## src/hdl/tpag_pkg.sv

```systemverilog
// ----------------------------------------------------------------------------
// tpag_pkg
// Shared types, constants and helpers of the tensor permute address generator.
// ----------------------------------------------------------------------------
package tpag_pkg;

    localparam int AXIS_SLOTS  = 6;
    localparam int SLOT_BITS   = $clog2(AXIS_SLOTS);
    localparam int FIELD_BITS  = 3;
    localparam int AXIS_CODES  = 1 << FIELD_BITS;
    localparam int ORDER_BITS  = AXIS_SLOTS * FIELD_BITS;
    localparam int COUNT_BITS  = 3;
    localparam int DIM_BITS    = 16;
    localparam int OUT_BITS    = 32;

    localparam int APB_DATA_BITS = 32;
    localparam int APB_ADDR_BITS = 5;

    localparam int MAX_AXES_DEFAULT    = 6;
    localparam int OFFSET_BITS_DEFAULT = 32;

    typedef logic [2:0] reg_idx_t;

    localparam reg_idx_t REG_AXIS_COUNT = 3'd0;
    localparam reg_idx_t REG_AXIS_ORDER = 3'd1;
    localparam reg_idx_t REG_OUT_DIM_0  = 3'd2;
    localparam reg_idx_t REG_OUT_DIM_1  = 3'd3;
    localparam reg_idx_t REG_OUT_DIM_2  = 3'd4;
    localparam reg_idx_t REG_OUT_DIM_3  = 3'd5;
    localparam reg_idx_t REG_OUT_DIM_4  = 3'd6;
    localparam reg_idx_t REG_OUT_DIM_5  = 3'd7;

    typedef logic [DIM_BITS-1:0]   dim_t;
    typedef logic [FIELD_BITS-1:0] field_t;

    typedef struct packed {
        logic [COUNT_BITS-1:0]     axis_count;
        logic [ORDER_BITS-1:0]     axis_order;
        dim_t [AXIS_SLOTS-1:0]     out_dim;
    } cfg_t;

    // broadcast from the stride sequencer to every cell
    typedef struct packed {
        logic   step;
        logic   first;
        dim_t   dim;
        field_t field;
    } derive_ctl_t;

    typedef struct packed {
        logic [OUT_BITS-1:0] source_offset;
        logic [OUT_BITS-1:0] dest_offset;
        logic                last;
        logic                bad_config;
    } pair_t;

    function automatic field_t order_field(logic [ORDER_BITS-1:0] order, int j);
        return order[FIELD_BITS*j +: FIELD_BITS];
    endfunction

endpackage

```

## src/hdl/tpag_out_queue.sv

```systemverilog
// ----------------------------------------------------------------------------
// tpag_out_queue
// Two-entry result queue between the walk and the pair channel.
// ----------------------------------------------------------------------------
module tpag_out_queue import tpag_pkg::*;
(
    input  logic  clk,
    input  logic  rst_n,
    input  logic  push,
    input  pair_t push_data,
    output logic  can_push,
    output logic  out_valid,
    input  logic  out_ready,
    output pair_t out_data
);

    pair_t      slot_reg [2];
    logic       wr_ptr_reg, rd_ptr_reg;
    logic [1:0] fill_reg;
    logic       pop;

    assign can_push  = (fill_reg != 2'd2);
    assign out_valid = (fill_reg != 2'd0);
    assign out_data  = slot_reg[rd_ptr_reg];
    assign pop       = out_valid & out_ready;

    always_ff @(posedge clk)
    begin
        if (push)
        begin
            slot_reg[wr_ptr_reg] <= push_data;
        end
    end

    always_ff @(posedge clk or negedge rst_n)
    begin
        if (!rst_n)
        begin
            wr_ptr_reg <= 1'b0;
            rd_ptr_reg <= 1'b0;
            fill_reg   <= 2'd0;
        end
        else
        begin
            if (push)
            begin
                wr_ptr_reg <= ~wr_ptr_reg;
            end
            if (pop)
            begin
                rd_ptr_reg <= ~rd_ptr_reg;
            end
            if (push && !pop)
            begin
                fill_reg <= fill_reg + 2'd1;
            end
            else if (pop && !push)
            begin
                fill_reg <= fill_reg - 2'd1;
            end
        end
    end

endmodule

```

## config.mk

```make
export PLATFORM = sky130hd
export DESIGN_NAME = tpag_out_queue
export DESIGN_NICKNAME = d
export VERILOG_FILES = /design/src/hdl/tpag_pkg.sv /design/src/hdl/tpag_out_queue.sv
export SDC_FILE = /design/constraint.sdc
export NUM_CORES = 1
export LEC_CHECK = 0
export BUFFER_PORTS_ARGS = -buffer_cell sky130_fd_sc_hd__buf_4
export CORE_UTILIZATION = 46
export DETAILED_ROUTE_END_ITERATION = 8
export GPL_ROUTABILITY_DRIVEN = 1
export PLACE_DENSITY = 0.71
export SETUP_SLACK_MARGIN = 0.1
export SYNTH_ARGS = -nofsm -noshare
export SYNTH_HDL_FRONTEND = slang
export SYNTH_SLANG_ARGS = --single-unit
```

## constraint.sdc

```tcl
create_clock -name clk -period 8.6 [get_ports clk]
set_input_delay 1.29 -clock clk [delete_from_list [all_inputs] [get_ports clk]]
set_output_delay 1.29 -clock clk [all_outputs]
set_load 0.01 [all_outputs]
```

# Yosys cells after proc, flatten, opt, wreduce, memory -nomap -nowiden
# Memories as Yosys holds them, arrays and structs flattened.
# Index checks and enable logic that the tools add are counted.
# totals
register_bits	4
wordCells	20
output_inout_bits	68
ram_bits	132
memories	1
# mem_list
memory	depth	width	rd	rd_ports_with_merged_regs	wr	line	source
slot_reg	2	66	1	0	1	tpag_out_queue.sv:17	pair_t slot_reg [2];
# op_classes
bitwise	3
n_mux	4
eq_ne	1
addsub	2
n_reduce_logical	6
# ops
operator	n
2-bit 2-to-1 mux	2
2-bit nonzero test	2
2-bit by 1-bit adder with 2-bit output, second input constant	1
1-bit logical AND	2
1-bit logical NOT	2
1-bit 2-to-1 mux	2
2-bit != test, second input constant	1
1-bit inverter	2
2-bit by 1-bit subtractor with 2-bit output, second input constant	1
1-bit bitwise AND	1

# Depth between registers and ports, before layout
# logic_depth
word_depth	5
depth_mapped	6
mapped_depth_nobuf	6

# Least setup slack after synthesis
# OpenSTA, ideal clock, no wires.
# synth_path
path_type	in2reg
startpoint	in push
endpoint	mem slot_reg[0][0] (netlist name) (enable)
path_slack_ns	3.912
required_ns	8.102
stages	1
arrival_time_ns	4.190
path_buffers	0
cell_sequence	nor2b_1
# synth_via
elab_chain_len	2
# synth_lines
item	line	source
start: declaration	tpag_out_queue.sv:9	input logic push,
1-bit 2-to-1 mux	tpag_out_queue.sv:29	if (push)
1-bit 2-to-1 mux (not written as such)	tpag_out_queue.sv:31	slot_reg[wr_ptr_reg] <= push_data;
end: declaration	tpag_out_queue.sv:17	
# No other way between the ends.

==> run metrics <==
max reg flops=132; Async SR Flop Fraction=2.94%; Synth area leader=edfxtp_1; setup violators final=0; Final Hold Vio Count=0; GPL Wtd Cong=0.690; Final HPWL DP=5330 um; RSZ-0062 raised after global routing=no; Util after Layout=64.9%; vias in the first global route=2,654; max cap viols=0; Post-synth EDFFs=132; Top Ports=138; outcome=completed; clock latency on the worst-skew pair=0.50 ns; Mapped Avg Cell Area=22.9 um^2; Worst Slack Setup Final=5.03 ns; critical path class=register to output pin; Worst Clk Skew=0.00734 ns; port buffer count=137; Post-Syn Nets=292; Starting Density=48.2%; post-synthesis sequential area ratio=80.2%; CTS Buf Count=17; CP endpoint kind=output pin; via count=2,504; CP cell instances=mux2_2, buf_4; ANT nets after route=0; Max VDD drop=0.225 mV; # hold bufs at CTS=0; die area=11,400 um^2; synth cell count leaders=edfxtp_1 (132), mux2_2 (36), mux2_4 (30); post-route total power=2.33 mW; CP Launch Type=register; clock sink total=136; Total Wirelength=8490 um; Initial DRT Pass Iterations=4; Post-Syn Instances=221; Worst-Margin Slew=1.07 ns; layout cell share with drive strength beyond 1=62.0%; initial antenna violation count=0; static leakage=2.66 nW; crit path DAT=2.28 ns; fin cells=518; area grow syn2layout=34.7%; Slowest-stage cell, CP=dfrtp_4; fin nets=442; CP Data Required Time=7.31 ns; H-tree levels=4; Cell Area, Synth=5060 um^2; Fmax=280 MHz; WL per Instance=16.4 um; Hold WC Path Type=register to register; Period minus WS final=3.57 ns; Overflow after GRT=0; CTS max path bufs=2; DR iter-0 viols=111; Distinct cells, synth=16; Die W=107 um; Fin Setup TNS=0 ns; largest net degree at the start of global routing=68; Worst-path clk slew=0.06 ns; buffer type at the clock tree root=clkbuf_8; cts repair resizes=0; vias per std cell=4.83; diode count=0; DIE HEIGHT=107 um; Yosys top cell area share=78.3%; top cells by area, synth=edfxtp_1 (78%), mux2_4 (8.9%), mux2_2 (8.0%); yosys warns=0; Rows=37; first-pass GRT wire length=12,700 um; GRT Util Overall=15.4%; Rel. slew slack=28.6%; core box area=10,500 um^2; Top FF cell, synth=edfxtp_1; Power Density=342 nW/um^2; placed cells=488; CTS tree=done; Setup Fix Bufs, Post-CTS=0; Final Max Tran Viols=0; Max FO, Critical Path=67; Place WS=5.45 ns; drc violations=0; slowest cell delay on critical path=1.13 ns; count leader, synth=edfxtp_1; period utilisation layout=41.5%; Seq cells post-synth=136
layout make-up:
cell class,count,area (um^2)
clock buffer,17,414
multi-input combinational,78,955
fill,698,3680
tap,136,170
timing repair buffer,138,1040
sequential,136,4070
clock inverter,13,181
cells in the final DEF (no fill, tap or decap):
| master | n |
|---|---|
| buf_4 | 138 |
| edfxtp_1 | 132 |
| mux2_2 | 36 |
| mux2_4 | 30 |
| clkbuf_16 | 16 |
| clkinvlp_4 | 4 |
| bufinv_16 | 4 |
| xor2_1 | 3 |
| dfrtp_1 | 3 |
| xnor2_1 | 2 |
| clkinv_4 | 2 |
| clkinv_2 | 2 |
| or2_2 | 1 |
| nand2_1 | 1 |
| and2_4 | 1 |
| nand2b_1 | 1 |
| nor2b_4 | 1 |
| nor2_1 | 1 |
| ha_1 | 1 |
| clkbuf_8 | 1 |
| clkinv_1 | 1 |
| dfrtp_4 | 1 |
routing by layer:
layer / part of all wire [%] / global-route usage [%] / up-vias
met2: 50 / 25.2 / 98
met1: 42 / 17.9 / 1224
met4: 1.6 / 7.14 / 0
li1: - / - / 1171
met5: 0 / 0 / -
met3: 7.1 / 6.08 / 11
per-stage QoR:
stage	instance area (um^2)	hold WS, ns
after floorplan	5060	0.455
after global placement	6230	0.487
after detailed placement	6230	0.493
after CTS	6820	0.507
after global routing	6820	0.530
final	6820	0.504
power breakdown:
group	internal, mW	leakage, nW	switching, mW
clock	0.465	0.279	0.256
sequential	0.883	1.28	0.106
combinational	0.377	1.10	0.247
total	1.73	2.66	0.609
critical path, delay by kind of cell, from the launching register on:
family,cells,cell delay [ns]
multiplexers,1,0.44
buffers and inverters,1,0.15
flip-flops,1,1.13
cell families (layout without fill, tap and decap cells):
family	after synthesis	count (layout)	share of synthesized area, %
buffers and inverters	7	168	1.11
AND/OR/NAND/NOR	6	6	0.642
XOR/XNOR	5	5	0.865
adder cells (fa/ha/maj)	1	1	0.247
flip-flops	136	136	80.2
multiplexers	66	66	16.9
worst paths after layout:
kind	from	end	slack (ns)	cells after the start
min	fill_reg[1]	fill_reg[1]	0.50	1
max reg2reg	wr_ptr_reg	slot_reg[0][52]	6.50	2
min in group asynchronous	rst_n	rd_ptr_reg	0.57	1
max	rd_ptr_reg	out_data[59]	5.03	2
min reg2reg	fill_reg[1]	fill_reg[1]	0.50	1
max in group asynchronous	rst_n	rd_ptr_reg	7.91	1
No activity file was read; power rests on OpenSTA's default activity.
