==> src/hdl/tpag_pkg.sv <==
// ----------------------------------------------------------------------------
// tpag_pkg
// Shared types, constants and helpers of the tensor permute address generator.
// ----------------------------------------------------------------------------
package tpag_pkg;

    localparam int AXIS_SLOTS  = 6;
    localparam int SLOT_BITS   = $clog2(AXIS_SLOTS);
    localparam int FIELD_BITS  = 3;
    localparam int AXIS_CODES  = 1 << FIELD_BITS;
    localparam int ORDER_BITS  = AXIS_SLOTS * FIELD_BITS;
    localparam int COUNT_BITS  = 3;
    localparam int DIM_BITS    = 16;
    localparam int OUT_BITS    = 32;

    localparam int APB_DATA_BITS = 32;
    localparam int APB_ADDR_BITS = 5;

    localparam int MAX_AXES_DEFAULT    = 6;
    localparam int OFFSET_BITS_DEFAULT = 32;

    typedef logic [2:0] reg_idx_t;

    localparam reg_idx_t REG_AXIS_COUNT = 3'd0;
    localparam reg_idx_t REG_AXIS_ORDER = 3'd1;
    localparam reg_idx_t REG_OUT_DIM_0  = 3'd2;
    localparam reg_idx_t REG_OUT_DIM_1  = 3'd3;
    localparam reg_idx_t REG_OUT_DIM_2  = 3'd4;
    localparam reg_idx_t REG_OUT_DIM_3  = 3'd5;
    localparam reg_idx_t REG_OUT_DIM_4  = 3'd6;
    localparam reg_idx_t REG_OUT_DIM_5  = 3'd7;

    typedef logic [DIM_BITS-1:0]   dim_t;
    typedef logic [FIELD_BITS-1:0] field_t;

    typedef struct packed {
        logic [COUNT_BITS-1:0]     axis_count;
        logic [ORDER_BITS-1:0]     axis_order;
        dim_t [AXIS_SLOTS-1:0]     out_dim;
    } cfg_t;

    // broadcast from the stride sequencer to every cell
    typedef struct packed {
        logic   step;
        logic   first;
        dim_t   dim;
        field_t field;
    } derive_ctl_t;

    typedef struct packed {
        logic [OUT_BITS-1:0] source_offset;
        logic [OUT_BITS-1:0] dest_offset;
        logic                last;
        logic                bad_config;
    } pair_t;

    function automatic field_t order_field(logic [ORDER_BITS-1:0] order, int j);
        return order[FIELD_BITS*j +: FIELD_BITS];
    endfunction

endpackage

==> src/hdl/tpag_cell.sv <==
// ----------------------------------------------------------------------------
// tpag_cell
// One axis level: coordinate counter, level base and source stride.
// ----------------------------------------------------------------------------
module tpag_cell import tpag_pkg::*;
#(
    parameter int OFFSET_BITS = OFFSET_BITS_DEFAULT
)
(
    input  logic                   clk,
    input  logic                   rst_n,
    input  logic                   enabled,
    input  dim_t                   dim,
    input  field_t                 field,
    input  derive_ctl_t            der,
    input  logic                   clear,
    input  logic                   advance,
    input  logic                   restart,
    input  logic                   carry_in,
    output logic                   carry_out,
    input  logic [OFFSET_BITS-1:0] base_in,
    output logic [OFFSET_BITS-1:0] base_out,
    output logic [OFFSET_BITS-1:0] base_now
);

    dim_t                   coord_reg, coord_next, coord_eff;
    logic [OFFSET_BITS-1:0] base_reg, base_next, base_eff;
    logic [OFFSET_BITS-1:0] stride_reg, stride_next, stride_src;
    logic [OFFSET_BITS+DIM_BITS-1:0] stride_prod;
    logic                   wrap, bump, wrap_back;

    assign coord_eff = restart ? '0 : coord_reg;
    assign base_eff  = restart ? '0 : base_reg;

    // unused levels pass the carry straight through
    assign wrap      = ~enabled | (coord_eff == dim - DIM_BITS'(1));
    assign carry_out = carry_in & wrap;
    assign bump      = enabled & carry_in & ~wrap;
    assign wrap_back = enabled & carry_in & wrap;

    always_comb
    begin
        coord_next = coord_eff;
        base_next  = base_eff;
        if (bump)
        begin
            coord_next = dim_t'(coord_eff + 1'b1);
            base_next  = base_eff + stride_reg;
        end
        else if (wrap_back)
        begin
            coord_next = '0;
            base_next  = base_in;
        end
    end

    assign base_out = base_next;
    assign base_now = base_eff;

    // stride is the product of the sizes of all later input axes
    assign stride_src  = der.first ? OFFSET_BITS'(1) : stride_reg;
    assign stride_prod = stride_src * der.dim;

    always_comb
    begin
        stride_next = stride_reg;
        if (der.step)
        begin
            stride_next = (der.field > field) ? stride_prod[OFFSET_BITS-1:0] : stride_src;
        end
    end

    always_ff @(posedge clk)
    begin
        stride_reg <= stride_next;
    end

    always_ff @(posedge clk or negedge rst_n)
    begin
        if (!rst_n)
        begin
            coord_reg <= '0;
            base_reg  <= '0;
        end
        else if (clear)
        begin
            coord_reg <= '0;
            base_reg  <= '0;
        end
        else if (advance)
        begin
            coord_reg <= coord_next;
            base_reg  <= base_next;
        end
    end

endmodule

==> config.mk <==
export PLATFORM = sky130hd
export DESIGN_NAME = tpag_cell
export DESIGN_NICKNAME = d
export VERILOG_FILES = /design/src/hdl/tpag_pkg.sv /design/src/hdl/tpag_cell.sv
export SDC_FILE = /design/constraint.sdc
export NUM_CORES = 1
export LEC_CHECK = 0
export BUFFER_PORTS_ARGS = -buffer_cell sky130_fd_sc_hd__buf_2
export CORE_ASPECT_RATIO = 1.5
export CORE_UTILIZATION = 55
export DETAILED_ROUTE_END_ITERATION = 16
export GPL_ROUTABILITY_DRIVEN = 1
export PLACE_DENSITY = 0.85
export SYNTH_ARGS = -nofsm -noshare
export SYNTH_HDL_FRONTEND = slang
export SYNTH_SLANG_ARGS = --single-unit
==> constraint.sdc <==
create_clock -name clk -period 10.96 [get_ports clk]
set_clock_uncertainty 0.15 [all_clocks]
set_input_delay 1.644 -clock clk [delete_from_list [all_inputs] [get_ports clk]]
set_output_delay 1.644 -clock clk [all_outputs]
set_load 0.01 [all_outputs]
Word level (Yosys, flattened, before mapping)
Index checks and enable logic that the tools add are counted.
W data, S select, Z words.
Cells by class
  equality and inequality tests: 1
  reduce and logical (&&, ||, !) cells: 1
  div/mod/pow operators: 0
  $mul: 1
  bitwise gates (word level): 7
  magnitude comparators: 1
  mux-type cells: 12
  add/subtract/negate cells: 3
  shifts and indexed selects: 0
Operators by type and width (number)
  $mux W32: 7
  $mux W16: 5
  $add A32 B32 Y32: 1
  $mul A32 B16 Y32: 1
  $add A16 B1 Y16 const B: 1
  $eq A16 B16 Y1: 1
  $sub A16 B1 Y16 const B: 1
  $and A1 B1 Y1: 4
  $gt A3 B3 Y1: 1
  $not A1 Y1: 2
  $reduce_bool A2 Y1: 1
  $or A1 B1 Y1: 1
Storage, ports and cells
  bits of input ports: 79
  bits in writable memories: 0
  bits in registers: 80
  latch bits: 0
  memories: 0
  output and inout bits: 65
  bits in read-only memories: 0
  logic and storage cells: 29

Logic depth before layout (Yosys ltp)
  word-level depth: 8
  gate-level depth with buffers: 29
  mapped depth without buffers: 26

Least setup slack after synthesis
OpenSTA, ideal clock, no wires.
  kind: input -> register
  start: in der[19] (netlist name)
  end: reg stride_reg[24] (data pin)
  cell stages on the path: 23
  required time: 10550 ps
  arrival: 8248 ps
  setup time: 260 ps
  path buffers: 4
  path slack: 2303 ps
  cells stage by stage: clkbuf_1 > clkbuf_1 > clkbuf_1 > nor2b_1 > clkbuf_1 > nand2_1 > fa_1 > fa_1 > fa_1 > fa_1 > inv_1 > fa_1 > fa_1 > ha_1 > a21o_1 > a2111oi_0 > o21ai_0 > a311oi_1 > o21bai_1 > a21oi_1 > o21ai_0 > xor2_1 > mux2_2
Between the ends
  longest elaborated chain between the ends: 3
RTL lines
  from (decl): RTL line tpag_cell.sv:15  | input derive_ctl_t der,
  $mux W32 (*): RTL line tpag_cell.sv:61  | assign stride_src = der.first ? OFFSET_BITS'(1) : stride_reg;
  $mul A32 B16 Y32: RTL line tpag_cell.sv:62  | assign stride_prod = stride_src * der.dim;
  $mux W32 (*): RTL line tpag_cell.sv:69  | stride_next = (der.field > field) ? stride_prod[OFFSET_BITS-1:0] : stride_src;
  to (signal assigned): RTL line tpag_cell.sv:75  | stride_reg <= stride_next;
  to (decl): RTL line tpag_cell.sv:28  | logic [OFFSET_BITS-1:0] stride_reg, stride_next, stride_src;
Mark *: on every way between the ends. The rest lies on a longest branch, timed or not.
A chain may end at the register's enable or synchronous reset.

Worst setup path in the final report
  start: in der[19] (netlist name)
  end: reg stride_reg[30] (data pin)
The elaborated chain is that of the path after synthesis.

==> impl_metrics.py <==
metrics = {
    "place": {
        "port_buffers": 143,
        "gp_congestion": 0.938,
        "dpl.hpwl_mm": 40.9,
    },
    "global_route": {
        "first_global_vias": 17015,
        "grt_usage": 0.322,
        "grt_max_degree": 49,
        "antenna_found_initial": 2,
        "grt_overflow": 0,
        "grt_pass1_wl_mm": 84.4,
    },
    "outcome": {
        "status": "finished clean",
    },
    "setup_path": {
        "path_max_fanout": 36,
        "path_cells": "buf_2 -> nor2b_1 -> nand2_1 -> fa_1 -> fa_1 -> fa_1 -> fa_1 -> inv_1 -> fa_1 -> fa_1 -> ha_1 -> a21o_1 -> a2111oi_0 -> o21ai_0 -> nand3_1 -> o211ai_1 -> o41ai_1 -> o21ai_0 -> xor2_1 -> nand2_1 -> o21ai_0",
        "cp_common_cell": "fa_1",
        "cpPeakStageDelay_ps": 1140,
        "arrival_ps": 9340,
        "start_kind": "input pin",
        "rrSetupSlack_ps": 2900,
        "cpMaxStageDelayCell": "nor2b_1",
        "crit_type": "in2reg",
        "reg2reg_from": "stride_reg[9]$_DFFE_PP_",
        "crit_required_ps": 10910,
        "cp-startpoint": "der[19]",
        "endpoint_kind": "flop",
    },
    "die": {
        "start_util": 0.560,
        "die_h_um": 226,
        "die-area_um2": 34100,
        "die_x_um": 151,
        "rows": 81,
        "ioPinCount": 144,
        "core_region_area_um2": 32700,
    },
    "route": {
        "highest_layer": "met4",
        "wl_per_cell_um": 19.9,
        "wirelength_mm": 52.8,
        "drc": 0,
        "wl_met3_mm": 4.55,
        "wl_met2_mm": 26.7,
        "post_drt_via_cell_ratio": 5.99,
        "via_count": 15898,
        "met1_length_mm": 17.9,
        "drt-initial-drc-count": 1210,
        "ant_nets": 0,
        "first_pass_iters": 10,
    },
    "sta": {
        "setup_violations": 0,
        "fmax_ghz": 0.106,
        "slew_headroom": 0.0964,
        "min_period_ps": 9390,
        "period_share": 0.857,
        "max_slew.worst_pin.slew_ps": 1350,
        "tns_ps": 0,
        "drv_slew": 0,
        "finalHoldViolations": 0,
        "rsz0062_at_grt": "no",
    },
    "clock_network": {
        "clkTransAtPathRegs_ps": 60,
        "cts_setup_buffers": 0,
        "numCtsBuffers": 9,
        "cts.path.max_buffers": 2,
        "cts-root-buf": "clkbuf_16",
        "cts_max_level": 3,
        "cts_hold_buf": 0,
        "clk_latency_ps": 360,
        "cts_sinks": 80,
        "cts_resized": 0,
        "cts_tree": "yes",
    },
    "layout": {
        "regArea_um2": 2160,
        "area_growth_pct": 7.21,
        "n_fill_cell": 2699,
        "drive_above_1_share": 0.101,
        "multi_input_area_um2": 14400,
        "fin_nets": 2717,
    },
    "synth": {
        "ys_async_sr_fraction": 0.600,
        "synth_top_area_share": 0.333,
        "syn-instance-count": 2157,
        "yosys_warnings": 0,
        "synth.area.top_cells": "fa_1 (33%), inv_1 (7.3%), ha_1 (6.9%)",
        "ys_types": 73,
        "avgSynthCellArea_um2": 8.51,
        "synthesis.nets": 2642,
        "syn_area_um2": 18300,
        "synth_area_leader_cell": "fa_1",
        "ys_seq_elements": 80,
        "synthFlopType": "dfrtp_1",
        "seq_area_frac_synth": 0.118,
        "synth_edf_count": 32,
    },
    "hold_path": {
        "hold_start": "base_reg[20]$_DFFE_PN0P_",
        "hp-class": "reg2reg",
    },
    "run": {
        "maxCapViolations": 0,
    },
}
## per-stage QoR
| stage | utilization | instances | hold slack (ps) | instance area [µm²] | setup WS (ps) |
|---|---|---|---|---|---|
| floorplan | - | 2157 | 292 | 18300 | 2300 |
| global placement | 0.592 | 2636 | 306 | 19400 | 1620 |
| detailed placement | 0.592 | 2636 | 324 | 19400 | 1360 |
| CTS | 0.601 | 2652 | 338 | 19700 | 1750 |
| global route | 0.601 | 2652 | 366 | 19700 | 1240 |
| finish | 0.601 | 2654 | 336 | 19700 | 1570 |
## critical path: cells and delay by family
| family | cells | cell delay, ps |
|---|---|---|
| and+or+nand+nor | 4 | 1580 |
| buffers and inverters | 2 | 400 |
| adders and majority gates | 7 | 3370 |
| AOI/OAI and AO/OA | 7 | 2150 |
| xor gates and xnor gates | 1 | 180 |
## metal layers
layer	vias to the layer above	GRT usage
met5	-	0
met4	0	0.220
met3	265	0.0608
met2	910	0.559
met1	7795	0.353
li1	6928	-
## cell usage after synthesis (36+ instances only)
cell        n
nand2_1   323
and2_1    131
o21ai_0    67
ha_1      101
nor2_1     94
dfrtp_1    48
xnor2_1    65
a21oi_1    86
inv_1     358
nor2b_1    93
a21o_1     36
fa_1      305
clkbuf_1   93
## area by class of cell
class / count / share of cell area
Inverter: 359 / 0.0685
Sequential cell: 80 / 0.110
Tap cell: 415 / 0.0264
Clock inverter: 5 / 0.00146
Antenna cell: 2 / 0.000254
Timing Repair Buffer: 167 / 0.0455
Clock buffer: 11 / 0.0134
Multi-Input combinational cell: 1615 / 0.734
## layout by cell type, fill, tap and decap left out, types with 10 or more instances in the layout
cell       Yosys  final
edfxtp_1      32     32
nand3_1       15     15
xor2_1        29     29
nand2b_1      13     13
ha_1         101    101
clkbuf_16      0     10
xnor2_1       65     65
mux2_2        28     28
dfrtp_1       48     48
a21o_1        36     36
nand2_1      323    323
o21ai_1       15     15
buf_4          2     24
and3_1        29     29
o21ai_0       67     67
inv_1        358    358
nor3_1        17     17
buf_2          5    143
nor3b_1       11     11
fa_1         305    305
nor2_1        94     94
and2_1       131    131
mux2i_1       30     30
nor2b_1       93     92
a21oi_1       86     86
## cells by family (layout without fill, tap and decap cells)
kind of cell / count (synthesis) / count (layout) / share of synthesized area
and+or+nand+nor: 772 / 772 / 0.209
buffers and inverters: 462 / 542 / 0.0953
adders and majority gates: 406 / 406 / 0.402
AOI/OAI and AO/OA: 283 / 283 / 0.0957
xor gates and xnor gates: 96 / 96 / 0.0473
DFF: 80 / 80 / 0.118
muxes: 58 / 58 / 0.0336
other: 0 / 2 / 0
## final timing paths
kind                                       endpoint  depth (start not counted)
setup / recovery           stride_reg[30]$_DFFE_PP_                         21
min in group asynchronous   base_reg[6]$_DFFE_PN0P_                          2
setup reg to reg           stride_reg[30]$_DFFE_PP_                         20
hold / removal             base_reg[20]$_DFFE_PN0P_                          2
hold reg to reg            base_reg[20]$_DFFE_PN0P_                          2
max in group asynchronous  base_reg[31]$_DFFE_PN0P_                          2
Power is left out: the tool's default activity adds up to more than one toggle a clock period on the data nets, which glitch-free logic cannot reach.
