--- src/hdl/tpag_pkg.sv ---
// ----------------------------------------------------------------------------
// tpag_pkg
// Shared types, constants and helpers of the tensor permute address generator.
// ----------------------------------------------------------------------------
package tpag_pkg;

    localparam int AXIS_SLOTS  = 6;
    localparam int SLOT_BITS   = $clog2(AXIS_SLOTS);
    localparam int FIELD_BITS  = 3;
    localparam int AXIS_CODES  = 1 << FIELD_BITS;
    localparam int ORDER_BITS  = AXIS_SLOTS * FIELD_BITS;
    localparam int COUNT_BITS  = 3;
    localparam int DIM_BITS    = 16;
    localparam int OUT_BITS    = 32;

    localparam int APB_DATA_BITS = 32;
    localparam int APB_ADDR_BITS = 5;

    localparam int MAX_AXES_DEFAULT    = 6;
    localparam int OFFSET_BITS_DEFAULT = 32;

    typedef logic [2:0] reg_idx_t;

    localparam reg_idx_t REG_AXIS_COUNT = 3'd0;
    localparam reg_idx_t REG_AXIS_ORDER = 3'd1;
    localparam reg_idx_t REG_OUT_DIM_0  = 3'd2;
    localparam reg_idx_t REG_OUT_DIM_1  = 3'd3;
    localparam reg_idx_t REG_OUT_DIM_2  = 3'd4;
    localparam reg_idx_t REG_OUT_DIM_3  = 3'd5;
    localparam reg_idx_t REG_OUT_DIM_4  = 3'd6;
    localparam reg_idx_t REG_OUT_DIM_5  = 3'd7;

    typedef logic [DIM_BITS-1:0]   dim_t;
    typedef logic [FIELD_BITS-1:0] field_t;

    typedef struct packed {
        logic [COUNT_BITS-1:0]     axis_count;
        logic [ORDER_BITS-1:0]     axis_order;
        dim_t [AXIS_SLOTS-1:0]     out_dim;
    } cfg_t;

    // broadcast from the stride sequencer to every cell
    typedef struct packed {
        logic   step;
        logic   first;
        dim_t   dim;
        field_t field;
    } derive_ctl_t;

    typedef struct packed {
        logic [OUT_BITS-1:0] source_offset;
        logic [OUT_BITS-1:0] dest_offset;
        logic                last;
        logic                bad_config;
    } pair_t;

    function automatic field_t order_field(logic [ORDER_BITS-1:0] order, int j);
        return order[FIELD_BITS*j +: FIELD_BITS];
    endfunction

endpackage

--- src/hdl/tpag_deriver.sv ---
// ----------------------------------------------------------------------------
// tpag_deriver
// Stride sequencer: steps over the output axes, checks the configuration
// and counts the elements.
// ----------------------------------------------------------------------------
module tpag_deriver import tpag_pkg::*;
#(
    parameter int NUM_CELLS   = MAX_AXES_DEFAULT,
    parameter int OFFSET_BITS = OFFSET_BITS_DEFAULT
)
(
    input  logic                   clk,
    input  logic                   rst_n,
    input  cfg_t                   cfg,
    input  logic                   start,
    output derive_ctl_t            der,
    output logic                   busy,
    output logic                   cfg_ok,
    output logic [OFFSET_BITS-1:0] elem_count
);

    localparam int KW = (NUM_CELLS > 1) ? $clog2(NUM_CELLS) : 1;

    logic [KW-1:0]             k_reg, k_next;
    logic                      busy_reg, busy_next;
    logic                      ok_reg, ok_next;
    logic                      ovf_reg, ovf_next;
    logic [OFFSET_BITS-1:0]    count_reg, count_next;

    logic [SLOT_BITS-1:0]          slot;
    logic                          active;
    logic                          first;
    logic [OFFSET_BITS-1:0]        count_src;
    logic                          ovf_src;
    logic [OFFSET_BITS+DIM_BITS-1:0] prod;
    logic                          step_ovf;
    logic                          n_ok, perm_ok, dims_ok;

    assign slot   = SLOT_BITS'(k_reg);
    assign active = (COUNT_BITS'(k_reg) < cfg.axis_count);
    assign first  = (k_reg == '0);

    assign der.step  = busy_reg & active;
    assign der.first = first;
    assign der.dim   = cfg.out_dim[slot];
    assign der.field = order_field(cfg.axis_order, int'(slot));

    assign count_src = first ? OFFSET_BITS'(1) : count_reg;
    assign ovf_src   = first ? 1'b0 : ovf_reg;
    assign prod      = count_src * der.dim;
    assign step_ovf  = |prod[OFFSET_BITS+DIM_BITS-1:OFFSET_BITS];

    // used order fields must name each used axis exactly once; used sizes must be nonzero
    always_comb
    begin
        logic [AXIS_CODES-1:0] seen;
        logic [AXIS_CODES-1:0] full;
        logic                  in_range;
        field_t                f;
        seen     = '0;
        full     = '0;
        in_range = 1'b1;
        dims_ok  = 1'b1;
        f        = '0;
        for (int i = 0; i < AXIS_CODES; i++)
        begin
            full[i] = (COUNT_BITS'(i) < cfg.axis_count);
        end
        for (int j = 0; j < NUM_CELLS; j++)
        begin
            if (COUNT_BITS'(j) < cfg.axis_count)
            begin
                f = order_field(cfg.axis_order, j);
                if (COUNT_BITS'(f) >= cfg.axis_count)
                begin
                    in_range = 1'b0;
                end
                seen[f] = 1'b1;
                if (cfg.out_dim[j] == '0)
                begin
                    dims_ok = 1'b0;
                end
            end
        end
        perm_ok = in_range && (seen == full);
        n_ok    = (cfg.axis_count != '0) && (int'(cfg.axis_count) <= NUM_CELLS);
    end

    always_comb
    begin
        k_next     = k_reg;
        busy_next  = busy_reg;
        ok_next    = ok_reg;
        ovf_next   = ovf_reg;
        count_next = count_reg;
        if (start)
        begin
            k_next    = '0;
            busy_next = 1'b1;
            ok_next   = 1'b0;
        end
        else if (busy_reg)
        begin
            count_next = active ? prod[OFFSET_BITS-1:0] : count_src;
            ovf_next   = active ? (ovf_src | step_ovf) : ovf_src;
            k_next     = KW'(k_reg + 1'b1);
            if (int'(k_reg) == NUM_CELLS - 1)
            begin
                k_next    = '0;
                busy_next = 1'b0;
                ok_next   = n_ok & perm_ok & dims_ok & ~ovf_next;
            end
        end
    end

    always_ff @(posedge clk or negedge rst_n)
    begin
        if (!rst_n)
        begin
            k_reg     <= '0;
            busy_reg  <= 1'b1;
            ok_reg    <= 1'b0;
            ovf_reg   <= 1'b0;
            count_reg <= '0;
        end
        else
        begin
            k_reg     <= k_next;
            busy_reg  <= busy_next;
            ok_reg    <= ok_next;
            ovf_reg   <= ovf_next;
            count_reg <= count_next;
        end
    end

    assign busy       = busy_reg;
    assign cfg_ok     = ok_reg;
    assign elem_count = count_reg;

endmodule

--- config.mk ---
export PLATFORM = sky130hd
export DESIGN_NAME = tpag_deriver
export DESIGN_NICKNAME = d
export VERILOG_FILES = /design/src/hdl/tpag_pkg.sv /design/src/hdl/tpag_deriver.sv
export SDC_FILE = /design/constraint.sdc
export NUM_CORES = 1
export LEC_CHECK = 0
export ABC_AREA = 1
export BUFFER_PORTS_ARGS = -buffer_cell sky130_fd_sc_hd__buf_2
export CORE_MARGIN = 10
export CORE_UTILIZATION = 50
export DETAILED_ROUTE_END_ITERATION = 8
export HOLD_SLACK_MARGIN = 0.12
export MAX_ROUTING_LAYER = met4
export PLACE_DENSITY = 0.73
export SYNTH_ARGS = -nofsm -noshare
export SYNTH_HDL_FRONTEND = slang
export SYNTH_SLANG_ARGS = --single-unit
export TNS_END_PERCENT = 1
--- constraint.sdc ---
create_clock -name clk -period 11.45 [get_ports clk]
set_clock_uncertainty 0.15 [all_clocks]
set_input_delay 0.5725 -clock clk [delete_from_list [all_inputs] [get_ports clk]]
set_output_delay 0.5725 -clock clk [all_outputs]
set_load 0.01 [all_outputs]
---- After elaboration in Yosys (flattened, before gate mapping) ----
Index checks and enable logic that the tools add are counted.
operators by class
  add/sub/neg operators ................... 1
  multipliers ............................. 2
  magnitude comparators ................... 29
  eq/ne operators ......................... 2
  shift operators ......................... 1
  multiplexer cells ....................... 57
  bitwise gates (word level) .............. 12
  reduce and logical (&&, ||, !) cells .... 21
operators by type and width
  operator               number
  $logic_not A16 Y1      6
  $mux W32               2
  $bmux W16 S3           1
  $mul A32 B16 Y48       1
  $mux W8                6
  $or A8 B8 Y8           5
  $mux W1                38
  $lt A3 B4 Y1 const B   7
  $demux W1 S3           6
  $ge A3 B1 Y1 const B   6
  $ge A3 B3 Y1           6
  $shiftx A18 B6 Y3      1
  $mux W16               1
  $reduce_or A16 Y1      1
  $lt A3 B3 Y1 const A   4
  $mux W3                3
  $eq A8 B8 Y1           1
  $logic_and A1 B1 Y1    8
  $lt A1 B3 Y1 const A   2
  $lt A2 B3 Y1 const A   2
  $mul A2 B3 Y5 const A  1
  $and A1 B1 Y1          4
  $reduce_and A2 Y1      2
  $reduce_bool A2 Y1     2
  other kinds (8)        9
word-level totals
  flip-flop bits (word level) ............. 38
  input bits .............................. 120
  output and inout bits ................... 55
  word-level logic and storage cells ...... 130

---- Longest topological paths before layout ----
Gate-level depths: netlist of run 1.
  depth in word-level cells ............... 23
  gate-level depth with buffers ........... 43
  depth with buffers taken out ............ 41

---- Least setup slack after synthesis of run 1 ----
No wires, ideal clock.
  kind .................................... reg2reg
  start point ............................. reg k_reg[0]
  end point ............................... reg ovf_reg
  setup time .............................. 0.117 ns
  arrival ................................. 6.281 ns
  required time ........................... 11.183 ns
  slack ................................... 4.902 ns
  cell stages (with the launch flop) ...... 38
  buffers on the path ..................... 3
  clock period less this slack ............ 6.548 ns
  path through ............................ dfrtp_1 nor2_1 inv_1 nor2_1 buf_2 buf_2 nor2_1 inv_1 buf_2 nor2_1 fa_1 inv_1 fa_1 inv_1 fa_1 inv_1 fa_1 fa_1 [2 not listed] ha_1 nand2_1 nor2_1 nand2_1 inv_1 nand2_1 nor2_1 nand2_1 nand4_1 nand2_1 nor2_1 nand2_1 nor2_1 nand2_1 nand2_1 nand2_1 nand2_1 nand2_1
between the ends
  cells in the longest elaborated chain, start to end .. 6
  elaborated cells on any way between the ends .. 10
  classes of those cells .................. 1 x mul; 1 x order compare; 5 x mux; 1 x bitwise; 2 x reduce/logical
RTL lines
  what                    RTL line             RTL
  start, declared         tpag_deriver.sv:24   logic [KW-1:0] k_reg, k_next;
  start signal, assigned  tpag_deriver.sv:128  k_reg <= k_next;
  $logic_not A3 Y1 (*)    tpag_deriver.sv:41   assign first = (k_reg == '0);
  named net first         tpag_deriver.sv:32   logic first;
  $mux W32                tpag_deriver.sv:48   assign count_src = first ? OFFSET_BITS'(1) : count_reg;
  $mul A32 B16 Y48        tpag_deriver.sv:50   assign prod = count_src * der.dim;
  $reduce_or A16 Y1       tpag_deriver.sv:51   assign step_ovf = |prod[OFFSET_BITS+DIM_BITS-1:OFFSET_BITS];
  $or A1 B1 Y1            tpag_deriver.sv:105  ovf_next = active ? (ovf_src | step_ovf) : ovf_src;
  $mux W1 (*)             tpag_deriver.sv:105
  end signal, assigned    tpag_deriver.sv:131  ovf_reg <= ovf_next;
  end, declared           tpag_deriver.sv:27   logic ovf_reg, ovf_next;
Mark *: on every way through the listed nets, which the timed path passes. The rest lies on a longest branch. The select of a mux whose other input is x is not followed.
A chain may end at the register's enable or synchronous reset.

---- Worst setup path after layout of run 1 ----
  start point ............................. reg k_reg[0]
  end point ............................... reg ovf_reg
between the ends
  cells in the longest elaborated chain, start to end .. 6
  elaborated cells on any way between the ends .. 10
  classes of those cells .................. 1 x mul; 1 x order compare; 5 x mux; 1 x bitwise; 2 x reduce/logical
RTL lines
  what                                                        RTL line
  $bmux W16 S3 or $logic_not A3 Y1 (tied branches)            tpag_deriver.sv:45, tpag_deriver.sv:41
  $mux W16 (not written as such) or $mux W32 (tied branches)  tpag_deriver.sv:45, tpag_deriver.sv:48
  $mul A32 B16 Y48                                            tpag_deriver.sv:50
  $reduce_or A16 Y1                                           tpag_deriver.sv:51
  $or A1 B1 Y1                                                tpag_deriver.sv:105
  $mux W1 (*)                                                 tpag_deriver.sv:105
Every way passes the cells marked *; elsewhere a longest branch is shown, timed or not. The select of a mux whose other input is x is not followed.

==> flow_metrics.env, run 1 <==
export IMPL_status="finished clean"
export IMPL_grt_pass1_wl_mm=124
export IMPL_crit_path_end_kind="flop"
export IMPL_grt_pass1_vias=21100
export IMPL_synth_main_ff_cell="dfrtp_1"
export IMPL_path_class="flop to flop"
export IMPL_drtPass1Iterations=6
export IMPL_area_delta_synth_final_pct=7.40
export IMPL_cts_tree="yes"
export IMPL_fin_crit_sh_pct=89.5
export IMPL_path_depth=34
export IMPL_post_cts_buffers=0
export IMPL_h_tree_depth=2
export IMPL_multiInputGateArea_mm2=0.0170
export IMPL_overflow=0
export IMPL_clk_pin_slew_ps=70
export IMPL_wire_per_inst_um=22.0
export IMPL_insertion_delay_ps=310
export IMPL_critPathSlowestCell="nand2_1"
export IMPL_cp_max_fo=32
export IMPL_clkSinkCount=38
export IMPL_rsz0062_at_grt="no"
export IMPL_period_needed_ps=10240
export IMPL_fillCellCount=4193
export IMPL_vias=20200
export IMPL_clock_root_buffer="clkbuf_16"
export IMPL_synth_edff_count=0
export IMPL_rrSetupSlack_ps=1210
export IMPL_ys_seq_area_share_pct=4.54
export IMPL_max_slew_margin_rel_pct=5.95
export IMPL_die_y_um=225
export IMPL_crit_buf_inv=6
export IMPL_worst_pin_slew_ps=1410
export IMPL_drive_above_1_share_pct=8.66
export IMPL_holdCritPathClass="input port to asynchronous set/reset pin"
export IMPL_hold_viol=0
export IMPL_design_area_mm2=0.0225
export IMPL_syn_area_per_cell_um2=7.07
export IMPL_viasPerCell=5.55
export IMPL_hold_buffers=0
export IMPL_met3_usage_pct=5.48
export IMPL_critical_path_max_stage_delay_ps=1020
export IMPL_finalNetCount=3770
export IMPL_synth_warnings=0
export IMPL_row_count=75
export IMPL_use_met2_pct=51.7
export IMPL_drt_iter0_drc=2190
export IMPL_max_freq_mhz=97.6
export IMPL_initial_core_util_pct=50.3
export IMPL_final_util_pct=54.0
export IMPL_crit_required_ps=11500
export IMPL_pin_count=175
export IMPL_cts_resized=0
export IMPL_critical_path_arrival_ps=10290
export IMPL_fin_tns_setup_ps=0
export IMPL_regArea_um2=952
export IMPL_syn_inst=2970
export IMPL_synth_distinct_cells=44
export IMPL_setup_violations=0
export IMPL_io_buffers=174
export IMPL_cpMostUsedCell="nand2_1"
export IMPL_place_congestion=1.05
export IMPL_crit_path_start_kind="flop"
export IMPL_maxCapViolations=0
export IMPL_grt_use_met1_pct=42.7
export IMPL_dpl_hpwl_mm=67.5
export IMPL_drc=0
export IMPL_final_cell_mix="741 x nand2_1, 684 x inv_1, 418 x fa_1"
export IMPL_rr_worst_depth=34
export IMPL_largest_reg_flops=32
export IMPL_grt_max_degree=50
export IMPL_placed_area_mm2=0.0224
export IMPL_wl_mm=79.9
export IMPL_dieArea_mm2=0.0506
export IMPL_coreArea_mm2=0.0418
export IMPL_dieWidth_um=225
export IMPL_antenna_found_initial=2
export IMPL_ctsLongestPathBuffers=2
export IMPL_synthesis_area_mm2=0.0210
export IMPL_syn_nets=3648
export IMPL_crit_family="simple AND/OR/NAND/NOR gates"
export IMPL_cts_buffers=5
export IMPL_final_common_cell="nand2_1"
export IMPL_ys_ff_latch=38
export IMPL_ant_nets=0
export IMPL_top_usage_layer="met2"
export IMPL_final_max_slew_viol_count=0
export IMPL_synthArstFlopShare_pct=100
export IMPL_grtUsageTotal_pct=33.2
## cells by family (layout without fill, tap and decap cells)
family,count (synthesis),count (layout),synth area share (%)
AOI/OAI and AO/OA,201,201,5.32
DFF,38,38,4.54
and+or+nand+nor,1341,1341,25.9
xor gates and xnor gates,33,33,1.38
other,0,2,0
adders and majority gates,558,558,48.2
buffers and inverters,799,922,14.6
## worst paths after layout
kind / startpoint / to
worst min register to register: cfg_ok$_DFFE_PN0P_ / cfg_ok$_DFFE_PN0P_
worst max-delay path: k_reg[0]$_DFFE_PN0P_ / ovf_reg$_DFFE_PN0P_
worst min-delay path: rst_n / elem_count[6]$_DFFE_PN0P_
max in group asynchronous: rst_n / elem_count[25]$_DFFE_PN0P_
min in group clk: cfg_ok$_DFFE_PN0P_ / cfg_ok$_DFFE_PN0P_
worst max register to register: k_reg[0]$_DFFE_PN0P_ / ovf_reg$_DFFE_PN0P_
## per-layer routing
metal / routed length [µm] / share of wire [%]
met2: 36500 / 46
met5: 0 / 0
met4: 3350 / 4.2
met3: 7270 / 9.1
met1: 32800 / 41
## Yosys cell counts (all sizes together), types with 2 or more instances
cell type  instances  area share, %
nor3              19           0.45
fa               418             40
nand4             36            1.1
clkinv             9           0.16
clkbuf            39           0.70
nand3             80            2.1
a21o               2          0.072
ha               140            8.3
o21bai             7           0.25
buf               54            1.3
o2111ai            4           0.17
o22ai              5           0.15
a31oi              6           0.18
o21ai             89            2.1
xnor2             12           0.50
o211ai            10           0.36
inv              697             12
nor4              20           0.63
a21oi             74            1.9
nand3b             2          0.089
nand2            753             14
xor2              21           0.88
nor3b              2          0.072
dfrtp             37            4.4
nor2             427            7.9
## worst register-to-register path, delay by kind of cell (launching register included)
kind	cells	cell delay (ps)
flops	1	930
simple gates	21	4270
buf+inv	6	1750
fa+ha+maj	7	3080
## through the flow
| stage | cells | setup WS [ps] | hold WS (ps) |
|---|---|---|---|
| global placement | 3624 | 1460 | 348 |
| detailed placement | 3624 | 1590 | 345 |
| global route | 3634 | 741 | 365 |
| CTS | 3632 | 1570 | 343 |
| finish | 3634 | 1210 | 287 |
| floorplan | 2970 | 4900 | 127 |
## final cells by class
cell class / instances / share of cell area [%]
timing repair buffer: 208 / 5.00
clock buffer: 7 / 0.588
sequential: 38 / 4.22
multi-input combinational: 2133 / 75.3
clock inverter: 1 / 0.133
tap: 539 / 2.99
inverter: 706 / 11.8
antenna: 2 / 0.0222
Power of run 1 is not shown: default switching activity piles up to over one toggle a cycle in this logic, so the estimate is an artifact.
==> run 2: changes to the inputs <==
CORE_UTILIZATION = 69   (was 50)
PLACE_DENSITY = 0.94   (was 0.73)
REMOVE_ABC_BUFFERS = 1   (was not set)
==> flow_metrics.env, run 2 (same netlist as run 1, synthesis figures left out) <==
export IMPL_status="finished clean"
export IMPL_cp_max_fo=32
export IMPL_largest_reg_flops=32
export IMPL_wl_mm=78.3
export IMPL_wl_met3_mm=11.2
export IMPL_finalNonFillerCells=3485
export IMPL_cts_resized=0
export IMPL_wl_met1_mm=25.9
export IMPL_crit_path_end_kind="flop"
export IMPL_wire_per_inst_um=22.5
export IMPL_hold_viol=0
export IMPL_drtPass1Iterations=8
export IMPL_final_cell_mix="741 x nand2_1, 684 x inv_1, 418 x fa_1"
export IMPL_dpl_hpwl_mm=62.7
export IMPL_crit_buf_inv=8
export IMPL_holdWs_ps=302
export IMPL_clkSinkCount=38
export IMPL_dieArea_mm2=0.0378
export IMPL_vias=21300
export IMPL_critical_path_max_stage_delay_ps=950
export IMPL_ant_nets=0
export IMPL_period_needed_ps=9520
export IMPL_hold_buffers=0
export IMPL_grt_pass1_wl_mm=123
export IMPL_drc=0
export IMPL_pin_count=175
export IMPL_initial_core_util_pct=70.4
export IMPL_h_tree_depth=2
export IMPL_cpMostUsedCell="nand2_1"
export IMPL_crit_path_start_kind="flop"
export IMPL_row_count=63
export IMPL_max_freq_mhz=105
export IMPL_die_y_um=194
export IMPL_cts_tree="yes"
export IMPL_dp_cells=3470
export IMPL_clk_pin_slew_ps=80
export IMPL_cp_startpoint="k_reg[0]$_DFFE_PN0P_"
export IMPL_insertion_delay_ps=330
export IMPL_grt_pass1_vias=22800
export IMPL_clock_root_buffer="clkbuf_16"
export IMPL_area_delta_synth_final_pct=6.34
export IMPL_viasPerCell=6.10
export IMPL_maxCapViolations=0
export IMPL_antenna_found_initial=5
export IMPL_grt_max_degree=48
export IMPL_dieWidth_um=194
export IMPL_critPathSlowestCell="nor2_1"
export IMPL_cts_buffers=5
export IMPL_r2r_start="k_reg[0]$_DFFE_PN0P_"
export IMPL_fin_crit_sh_pct=83.2
export IMPL_drt_iter0_drc=2937
export IMPL_fin_tns_setup_ps=0
export IMPL_final_common_cell="nand2_1"
export IMPL_place_congestion=1.15
export IMPL_dr_wl_met2_mm=34.9
export IMPL_max_slew_margin_rel_pct=20.8
export IMPL_io_buffers=174
export IMPL_crit_family="simple AND/OR/NAND/NOR gates"
export IMPL_critical_path_arrival_ps=9580
export IMPL_setup_violations=0
export IMPL_grtUsageTotal_pct=42.5
export IMPL_overflow=0
export IMPL_final_max_slew_viol_count=0
export IMPL_holdCritPathClass="input port to asynchronous set/reset pin"
export IMPL_crit_required_ps=11510
export IMPL_rrSetupSlack_ps=1930
export IMPL_highest_signal_layer="met4"
export IMPL_drive_above_1_share_pct=8.58
export IMPL_finalNetCount=3765
export IMPL_worst_pin_slew_ps=1180
export IMPL_path_class="flop to flop"
export IMPL_post_cts_buffers=0
export IMPL_rsz0062_at_grt="no"
export IMPL_ctsLongestPathBuffers=2
export IMPL_coreArea_mm2=0.0298
-- run 2: cell types whose count changed in the layout (fill, tap and decap cells not counted), sizes merged --
| cell | before | now |
|---|---|---|
| buf | 208 | 203 |
| diode | 2 | 7 |
| clkinvlp | 0 | 1 |
| clkinv | 9 | 10 |
| bufinv | 1 | 0 |
| clkbuf | 7 | 6 |
-- run 2: worst reg2reg max path: cells and delay by family (launching register included) --
family | cells | cell delay (ps)
and+or+nand+nor | 19 | 3650
adders and majority gates | 7 | 3360
buffers and inverters | 8 | 1370
DFF | 1 | 920
-- run 2: metal layers --
metal  vias up  track usage, %
met1      9908            48.6
met2      1811            64.6
met5         -               -
li1       8975               -
met4         0            27.0
met3       575            12.8
-- run 2: final timing paths --
kind,to,cells after the start
max in group asynchronous,elem_count[3]$_DFFE_PN0P_,1
worst max register to register,ovf_reg$_DFFE_PN0P_,34
worst max-delay path,ovf_reg$_DFFE_PN0P_,34
worst min register to register,ovf_reg$_DFFE_PN0P_,2
min in group clk,ovf_reg$_DFFE_PN0P_,2
worst min-delay path,elem_count[31]$_DFFE_PN0P_,1
-- run 2: final cells by class --
class,instances,area [µm²]
clock buffer,6,139
fill,2301,7480
antenna,7,17.5
sequential,38,952
inverter,706,2650
clock inverter,2,12.5
multi-input combinational,2133,17000
tap,390,488
timing repair buffer,203,1090
-- run 2: through the flow --
step / instance area, µm² / util, % / setup WS, ps
finish: 22300 / 74.9 / 1930
global route: 22300 / 74.9 / 1770
CTS: 22300 / 74.8 / 2420
detailed placement: 22100 / 74.3 / 2460
global placement: 22100 / 74.3 / 2600
floorplan: 20600 / - / 3060
Power of run 2 is left out for the same reason.
